## config.mk

```make
export PLATFORM = sky130hd
export DESIGN_NAME = gf2_poly_arith_unit
export DESIGN_NICKNAME = d
export VERILOG_FILES = /design/src/hw/rtl/gpa_pkg.sv /design/src/hw/rtl/gpa_alu.sv /design/src/hw/rtl/gf2_poly_arith_unit.sv
export SDC_FILE = /design/constraint.sdc
export NUM_CORES = 1
export LEC_CHECK = 0
export BUFFER_PORTS_ARGS = -buffer_cell sky130_fd_sc_hd__buf_2
export CAP_MARGIN = 20
export CELL_PAD_IN_SITES_DETAIL_PLACEMENT = 1
export CELL_PAD_IN_SITES_GLOBAL_PLACEMENT = 1
export CORE_UTILIZATION = 48
export CTS_CLUSTER_DIAMETER = 200
export DETAILED_ROUTE_END_ITERATION = 10
export PLACE_DENSITY_LB_ADDON = 0.05
export SLEW_MARGIN = 10
export SYNTH_ARGS = -nofsm -noshare
export SYNTH_HDL_FRONTEND = slang
export SYNTH_SLANG_ARGS = --single-unit
export TNS_END_PERCENT = 20
```

## constraint.sdc

```tcl
create_clock -name clk -period 10.6 [get_ports clk]
set_clock_uncertainty 0.1 [all_clocks]
set_input_delay 1.59 -clock clk [delete_from_list [all_inputs] [get_ports clk]]
set_output_delay 1.59 -clock clk [all_outputs]
set_load 0.01 [all_outputs]
```

## src/hw/rtl/gpa_pkg.sv

```systemverilog
`timescale 1ns / 1ps

package gpa_pkg;

  // Operand width of the arithmetic; the ports keep their fixed widths.
  localparam int POLY_WIDTH = 32;
  localparam int IN_W       = 32;
  localparam int MAIN_W     = 63;
  localparam int REM_W      = 32;
  localparam int ACC_W      = 2 * POLY_WIDTH - 1;
  localparam int CNT_W      = $clog2(POLY_WIDTH + 1);

  // Command codes.
  localparam logic [1:0] CMD_MUL  = 2'd0;
  localparam logic [1:0] CMD_DIV  = 2'd1;
  localparam logic [1:0] CMD_GCD  = 2'd2;
  localparam logic [1:0] CMD_NONE = 2'd3;

  typedef logic [ACC_W-1:0]      acc_t;
  typedef logic [POLY_WIDTH-1:0] poly_t;
  typedef logic [CNT_W-1:0]      cnt_t;
  typedef logic [IN_W-1:0]       in_t;
  typedef logic [MAIN_W-1:0]     main_t;
  typedef logic [REM_W-1:0]      rem_t;

endpackage

```

## src/hw/rtl/gpa_alu.sv

```systemverilog
`timescale 1ns / 1ps

// Shared conditional xor and magnitude compare, used by the multiply, divide and gcd commands.
module gpa_alu
  import gpa_pkg::*;
(
  input  acc_t x,
  input  acc_t y,
  input  logic xor_en,
  output acc_t z,
  output logic ge
);

  // Adding a polynomial over GF(2) is a plain xor.
  assign z = xor_en ? (x ^ y) : x;

  // A larger integer value never has a lower degree.
  assign ge = (x >= y);

endmodule

```

## src/hw/rtl/gf2_poly_arith_unit.sv

```systemverilog
`timescale 1ns / 1ps

// Arithmetic on binary polynomials over GF(2); bit i holds the coefficient of x^i.
// A command word (command, first_poly, second_poly) is taken at a rising edge
// where start is high and busy is low. Command 0 gives the carry-less product,
// command 1 the quotient and remainder, command 2 the gcd; command 3 gives zeros.
// The result word (main_result, remainder_poly, divide_error) is shown for one
// cycle with done high; the receiver cannot hold it off, so it must take it then.
// One shared xor/compare unit is stepped by a small sequencer, one step a cycle:
//   multiply: one shift-and-xor step per multiplier bit; the last step gives the product.
//   divide:   divisor alignment by shifts, then one reduction step per quotient bit.
//   gcd:      binary reduction, one shift, swap or xor a step, then one shift back
//             per common factor of x; data dependent.
//   zero divisor or unused command: result in the next cycle, busy stays low.
// busy is high while a word is being worked on; a new word may be given in the
// cycle in which done is high. Reset clears the sequencer and the done strobe.
module gf2_poly_arith_unit
  import gpa_pkg::*;
(
  input  logic       clk,
  input  logic       rst,
  input  logic       start,
  output logic       busy,
  input  logic [1:0] command,
  input  in_t        first_poly,
  input  in_t        second_poly,
  output logic       done,
  output main_t      main_result,
  output rem_t       remainder_poly,
  output logic       divide_error
);

  localparam logic [2:0] ST_IDLE   = 3'd0;
  localparam logic [2:0] ST_MUL    = 3'd1;
  localparam logic [2:0] ST_NORM   = 3'd2;
  localparam logic [2:0] ST_DIV    = 3'd3;
  localparam logic [2:0] ST_GCD    = 3'd4;
  localparam logic [2:0] ST_GSHIFT = 3'd5;

  localparam poly_t TOP_BIT = poly_t'(1) << (POLY_WIDTH - 1);

  logic [2:0] state;
  acc_t       ra;
  acc_t       rb;
  poly_t      rc;
  poly_t      tm;
  cnt_t       cnt;

  poly_t op_a;
  poly_t op_b;
  poly_t ga;
  poly_t gb;
  logic  div_bit;
  logic  alu_en;
  acc_t  alu_z;
  logic  alu_ge;

  assign op_a = first_poly[POLY_WIDTH-1:0];
  assign op_b = second_poly[POLY_WIDTH-1:0];
  assign ga   = ra[POLY_WIDTH-1:0];
  assign gb   = rb[POLY_WIDTH-1:0];
  assign busy = (state != ST_IDLE);

  // The divisor's leading term always sits under the one-hot mask tm.
  assign div_bit = |(ga & tm);

  // Select when the shared unit adds its second operand.
  always_comb begin
    case (state)
      ST_MUL:  alu_en = rc[0];
      ST_DIV:  alu_en = div_bit;
      ST_GCD:  alu_en = 1'b1;
      default: alu_en = 1'b0;
    endcase
  end

  gpa_alu u_alu (
    .x      (ra),
    .y      (rb),
    .xor_en (alu_en),
    .z      (alu_z),
    .ge     (alu_ge)
  );

  // Sequencer and working registers.
  always_ff @(posedge clk) begin
    if (rst) begin
      state <= ST_IDLE;
      done  <= 1'b0;
    end else begin
      done <= 1'b0;
      case (state)
        ST_IDLE: begin
          if (start) begin
            case (command)
              CMD_MUL: begin
                ra    <= '0;
                rb    <= acc_t'(op_b);
                rc    <= op_a;
                cnt   <= cnt_t'(POLY_WIDTH);
                state <= ST_MUL;
              end
              CMD_DIV: begin
                if (op_b == '0) begin
                  main_result    <= '0;
                  remainder_poly <= '0;
                  divide_error   <= 1'b1;
                  done           <= 1'b1;
                end else begin
                  ra    <= acc_t'(op_a);
                  rb    <= acc_t'(op_b);
                  cnt   <= '0;
                  state <= ST_NORM;
                end
              end
              CMD_GCD: begin
                ra    <= acc_t'(op_a);
                rb    <= acc_t'(op_b);
                cnt   <= '0;
                state <= ST_GCD;
              end
              default: begin
                main_result    <= '0;
                remainder_poly <= '0;
                divide_error   <= 1'b0;
                done           <= 1'b1;
              end
            endcase
          end
        end

        // Shift-and-xor product, one multiplier bit a cycle.
        ST_MUL: begin
          ra  <= alu_z;
          rb  <= rb << 1;
          rc  <= rc >> 1;
          cnt <= cnt - 1'b1;
          if (cnt == cnt_t'(1)) begin
            main_result    <= main_t'(alu_z);
            remainder_poly <= '0;
            divide_error   <= 1'b0;
            done           <= 1'b1;
            state          <= ST_IDLE;
          end
        end

        // Align the divisor's leading term with the top bit; cnt counts shifts.
        ST_NORM: begin
          if (rb[POLY_WIDTH-1]) begin
            tm    <= TOP_BIT;
            rc    <= '0;
            state <= ST_DIV;
          end else begin
            rb  <= rb << 1;
            cnt <= cnt + 1'b1;
          end
        end

        // One quotient bit a cycle, from the highest down to x^0.
        ST_DIV: begin
          ra  <= alu_z;
          rb  <= rb >> 1;
          tm  <= tm >> 1;
          rc  <= {rc[POLY_WIDTH-2:0], div_bit};
          cnt <= cnt - 1'b1;
          if (cnt == '0) begin
            main_result    <= main_t'({rc[POLY_WIDTH-2:0], div_bit});
            remainder_poly <= rem_t'(alu_z[POLY_WIDTH-1:0]);
            divide_error   <= 1'b0;
            done           <= 1'b1;
            state          <= ST_IDLE;
          end
        end

        // Binary gcd: strip factors of x, and xor the smaller into the larger.
        ST_GCD: begin
          if (gb == '0) begin
            state <= ST_GSHIFT;
          end else if (ga == '0) begin
            ra <= rb;
            rb <= '0;
          end else if (!ga[0] && !gb[0]) begin
            ra  <= ra >> 1;
            rb  <= rb >> 1;
            cnt <= cnt + 1'b1;
          end else if (!ga[0]) begin
            ra <= ra >> 1;
          end else if (!gb[0]) begin
            rb <= rb >> 1;
          end else if (alu_ge) begin
            ra <= alu_z;
          end else begin
            rb <= alu_z;
          end
        end

        // Restore the common factors of x removed above.
        ST_GSHIFT: begin
          if (cnt == '0) begin
            main_result    <= main_t'(ra);
            remainder_poly <= '0;
            divide_error   <= 1'b0;
            done           <= 1'b1;
            state          <= ST_IDLE;
          end else begin
            ra  <= ra << 1;
            cnt <= cnt - 1'b1;
          end
        end

        default: state <= ST_IDLE;
      endcase
    end
  end

endmodule

```

Yosys cells after proc, flatten, opt, wreduce, memory -nomap -nowiden
Index checks and enable logic that the tools add are counted.

storage, ports and cells
  bits in registers = 296
  bits of input ports = 69
  output and inout bits = 98
  word-level logic and storage cells = 154

cells by class
  add/sub/neg operators = 2
  $lt $le $gt $ge = 1
  equal/unequal tests = 30
  mux-type cells = 73
  bitwise logic cells = 3
  reductions and logical operators = 32

operators with widths
  operator                                number
  63-bit two-way mux                      24
  63-bit one-hot mux with 4 select lines  2
  63-bit one-hot mux with 5 select lines  1
  32-bit two-way mux                      9
  32-bit one-hot mux with 4 select lines  2
  63-bit one-hot mux with 2 select lines  2
  63-bit one-hot mux with 3 select lines  1
  32-bit one-hot mux with 2 select lines  2
  32-bit logical NOT                      3
  63-bit greater-or-equal comparator      1
  63-bit XOR                              1
  6-bit two-way mux                       7
  32-bit AND                              1
  32-bit OR reduction                     1
  6-bit one-hot mux with 5 select lines   1
  2-bit != test (second input constant)   12
  8-bit AND reduction                     3
  7-bit AND reduction                     3
  3-bit two-way mux                       6
  6-bit one-hot mux with 3 select lines   1
  9-bit AND reduction                     2
  5-bit != test (second input constant)   3
  3-bit one-hot mux with 5 select lines   1
  4-bit nonzero test                      3
  30 further kinds                        49

Depth between registers and ports, before layout
  depth in word-level cells = 11
  gate-level depth with buffers = 13
  mapped depth without buffers = 9

Hierarchy
A second synthesis with hierarchy kept.

second synthesis, totals
  cell total of the unflattened synthesis = 1770
  area total of the unflattened synthesis = 18255.0 um^2

modules (own cells, without submodules)
  module               instances  cells an instance  area each (um^2)  sequential area each (um^2)
  gf2_poly_arith_unit  1          1414               15884.0           8848.5
  gpa_alu              1          356                2371.0            0.0

Least setup slack after synthesis
Ideal clock, no wire load.

  kind = in2reg
  from = in command[0]
  to = reg rc[0] (enable)
  library setup time = 0.595 ns
  arrival time = 7.024 ns
  required time = 9.905 ns
  setup slack = 2.882 ns
  cell stages on the path = 4
  path buffers = 0
  cell sequence = inv_1 -> ha_1 -> nor3_1 -> a2111oi_0

between the ends
  longest elaborated chain between the ends = 3

RTL lines
  element                                             RTL line                    RTL
  from (decl)                                         gf2_poly_arith_unit.sv:24   input logic [1:0] command,
  2-bit logical NOT                                   gf2_poly_arith_unit.sv:95   case (command)
  2-bit by 1-bit != test with 1-bit output (no line)  -
  5-bit AND reduction (no line)                       -
  to (signal assigned)                                gf2_poly_arith_unit.sv:99   rc <= op_a;
  to (signal assigned)                                gf2_poly_arith_unit.sv:136  rc <= rc >> 1;
  to (signal assigned)                                gf2_poly_arith_unit.sv:164  rc <= {rc[POLY_WIDTH-2:0], div_bit};
  to (decl)                                           gf2_poly_arith_unit.sv:45   poly_t rc;

Every way passes these cells.
A chain may end at the register's enable or synchronous reset.

Worst setup path in the final report
  from = in second_poly[31]
  to = reg remainder_poly[0] (enable)

between the ends
  longest elaborated chain between the ends = 3

RTL lines
  element                        RTL line                    RTL
  from (decl)                    gf2_poly_arith_unit.sv:26   input in_t second_poly,
  32-bit logical NOT             gf2_poly_arith_unit.sv:104  if (op_b == '0) begin
  3-bit != test (no line)        -
  8-bit AND reduction (no line)  -
  to (signal assigned)           gf2_poly_arith_unit.sv:168  remainder_poly <= rem_t'(alu_z[POLY_WIDTH-1:0]);
  to (decl)                      gf2_poly_arith_unit.sv:29   output rem_t remainder_poly,

Every way passes these cells.

==> flow_metrics.env <==
export IMPL_drtAntennaViolNets=0
export IMPL_clockBufferDepth=3
export IMPL_drv_slew=0
export IMPL_outcome="finished, final reports clean"
export IMPL_hp_class="reg -> reg"
export IMPL_hold_buffers=0
export IMPL_dpl_hpwl_um=43300
export IMPL_cts_tree="built"
export IMPL_p_leak_nw=7.45
export IMPL_ioPinCount=167
export IMPL_final_common_cell="edfxtp_1"
export IMPL_fillCellCount=4110
export IMPL_rsz0062_at_grt="no"
export IMPL_die_h_um=196
export IMPL_coreArea_um2=36900
export IMPL_overflow=0
export IMPL_fin_area_um2=20400
export IMPL_placed_area_um2=19300
export IMPL_worstPathMaxFanout=71
export IMPL_post_cts_resize_count=0
export IMPL_drc=0
export IMPL_final_nets=2044
export IMPL_critPathKind="in -> reg"
export IMPL_cts_htree_levels=2
export IMPL_cts_root_buf="clkbuf_16"
export IMPL_hold_violations=0
export IMPL_grt_max_degree=87
export IMPL_drive_above_1_share_pct=14.3
export IMPL_numCtsBuffers=36
export IMPL_worst_slew_pin_slew_ns=1.13
export IMPL_n_antenna_cell=0
export IMPL_yosys_most_used_dff="edfxtp_1"
export IMPL_clock_latency_ns=0.56
export IMPL_max_slew_margin_pct=25.0
export IMPL_final_cell_mix="edfxtp_1, o21ai_0, nand2_1, buf_2, inv_1"
export IMPL_placement_rows=70
export IMPL_netlist_area_um2=18100
export IMPL_post_cts_buffers=0
export IMPL_cts_sinks=296
export IMPL_hold_worst_slack_ns=0.492
export IMPL_final_setup_worst_slack_ns=5.38
export IMPL_power_density_nw_per_um2=235
export IMPL_firstDrtPassIters=9
export IMPL_ys_top_cells_by_area="edfxtp_1, o21ai_0, mux2i_1, ha_1, nand2_1"
export IMPL_design_die_area_um2=38500
export IMPL_maxCapViolCount=0
export IMPL_reg2reg_depth=10
export IMPL_start_kind="input pin"
export IMPL_syn_mean_instance_area_um2=10.0
export IMPL_die_w_um=196
export IMPL_routedWlPerCell_um=27.4
export IMPL_grtUsageTotal_pct=34.5
export IMPL_cp_arrival_ns=5.26
export IMPL_grt_pass1_vias=16780
export IMPL_postSynthCellCount=1808
export IMPL_via_per_inst=6.73
export IMPL_synthDistinctLibCells=67
export IMPL_synth_edf_count=292
export IMPL_yosysTopAreaCell="edfxtp_1"
export IMPL_regArea_um2=8850
export IMPL_end_kind="flop"
export IMPL_vias=16355
export IMPL_async_reset_ff_share_pct=0
export IMPL_grt_pass1_wl_um=102000
export IMPL_syn_nets=1951
export IMPL_critPathRequiredTime_ns=10.65
export IMPL_start_util_pct=49.1
export IMPL_ir_drop_uv=153
export IMPL_ys_warn_count=0
export IMPL_clock_fmax_ghz=0.192
export IMPL_routed_wl_um=66600
export IMPL_min_period_ns=5.22
export IMPL_clk_pin_slew_worst_paths_ns=0.06
export IMPL_place_ws_ns=4.86
export IMPL_setup_tns_ns=0
export IMPL_setup_viol=0
export IMPL_grt_antenna_before_repair=0
export IMPL_hold_depth=1
export IMPL_ys_seq_area_share_pct=48.9
export IMPL_ys_ff_latch=296
export IMPL_drt_initial_drc_count=1701
export IMPL_synthToLayoutAreaGrowth_pct=12.6
export IMPL_io_buffers=166
export IMPL_multiInputGateArea_um2=8220
export IMPL_finalCritPeriodShare_pct=49.2
export IMPL_r2r_setup_slack_ns=5.46
export IMPL_gp_congestion=0.899
export IMPL_synth_top_area_share_pct=48.4
==> final cells by class <==
type / instances / area share, %
Sequential cell: 296 / 43.4
Multi-Input combinational cell: 1233 / 40.4
Timing Repair Buffer: 198 / 5.25
Clock buffer: 44 / 4.78
Tap cell: 504 / 3.09
Inverter: 136 / 2.50
Clock inverter: 18 / 0.589
==> cells by family after synthesis <==
logic type	after synthesis	share of synthesized area, %
AO/OA/AOI/OAI	632	23.6
XOR/XNOR	3	0.145
adder cells (fa/ha/maj)	74	5.12
buffers and inverters	279	6.25
flip-flops	296	48.9
multiplexers	96	5.35
AND/OR/NAND/NOR	428	10.7
==> final timing paths <==
kind / start / endpoint
setup / recovery: second_poly[31] / remainder_poly[0]$_SDFFCE_PN0P_
hold / removal: tm[13]$_SDFFCE_PN0P_ / tm[12]$_SDFFCE_PN0P_
setup reg to reg: ra[0]$_DFFE_PP_ / rb[44]$_DFFE_PP_
hold reg to reg: tm[13]$_SDFFCE_PN0P_ / tm[12]$_SDFFCE_PN0P_
==> power breakdown <==
part | internal (mW) | leakage, nW | switching [mW]
Sequential | 1.62 | 2.79 | 0.228
Clock | 0.676 | 0.539 | 0.504
Combinational | 0.547 | 4.13 | 1.22
Total | 2.84 | 7.45 | 1.95
==> flip-flops by register name, indices dropped and copies added (netlist names) <==
name and cells:
cnt 6, divide_error 1, done 1, main_result 63
ra 63, rb 63, rc 32, remainder_poly 32
state 3, tm 32
==> worst max-delay path, cell delays in order <==
cell     delay, ns
buf_2         0.11
nor4_1        0.86
nand4_1       0.52
o21ai_0       0.30
a31oi_1       0.18
nor2_4        0.64
buf_4         0.91
==> synth_stat cells (all sizes together) (6+ instances only) <==
cell,instances
a222oi,31
mux2i,93
and3,33
o31ai,7
nand3,22
edfxtp,292
buf,27
ha,74
o41ai,30
nor2,91
clkbuf,116
inv,136
a22oi,48
a21o,7
nor3,9
a221oi,63
nand2,211
o21a,30
and2,6
o21ai,235
nand4,18
o22ai,31
a211oi,26
a21oi,57
a32oi,32
nor4,28
==> per-stage QoR <==
step | util, % | total power, mW | cells
finish | 55.3 | 4.79 | 2429
detailed placement | 52.3 | 3.59 | 2366
floorplan | - | 2.96 | 1808
global route | 55.3 | 5.00 | 2429
CTS | 55.3 | 4.78 | 2428
global placement | 52.3 | 3.53 | 2366
==> routing by layer <==
| metal | track usage [%] | wire length (um) | vias to the layer above |
|---|---|---|---|
| met2 | 58.3 | 32700 | 729 |
| met5 | 0 | 0 | - |
| met4 | 14.7 | 2480 | 0 |
| met1 | 44.8 | 27300 | 8322 |
| met3 | 3.90 | 4140 | 153 |
| li1 | - | - | 7151 |
Note: power is estimated with default switching activity, not from simulation.
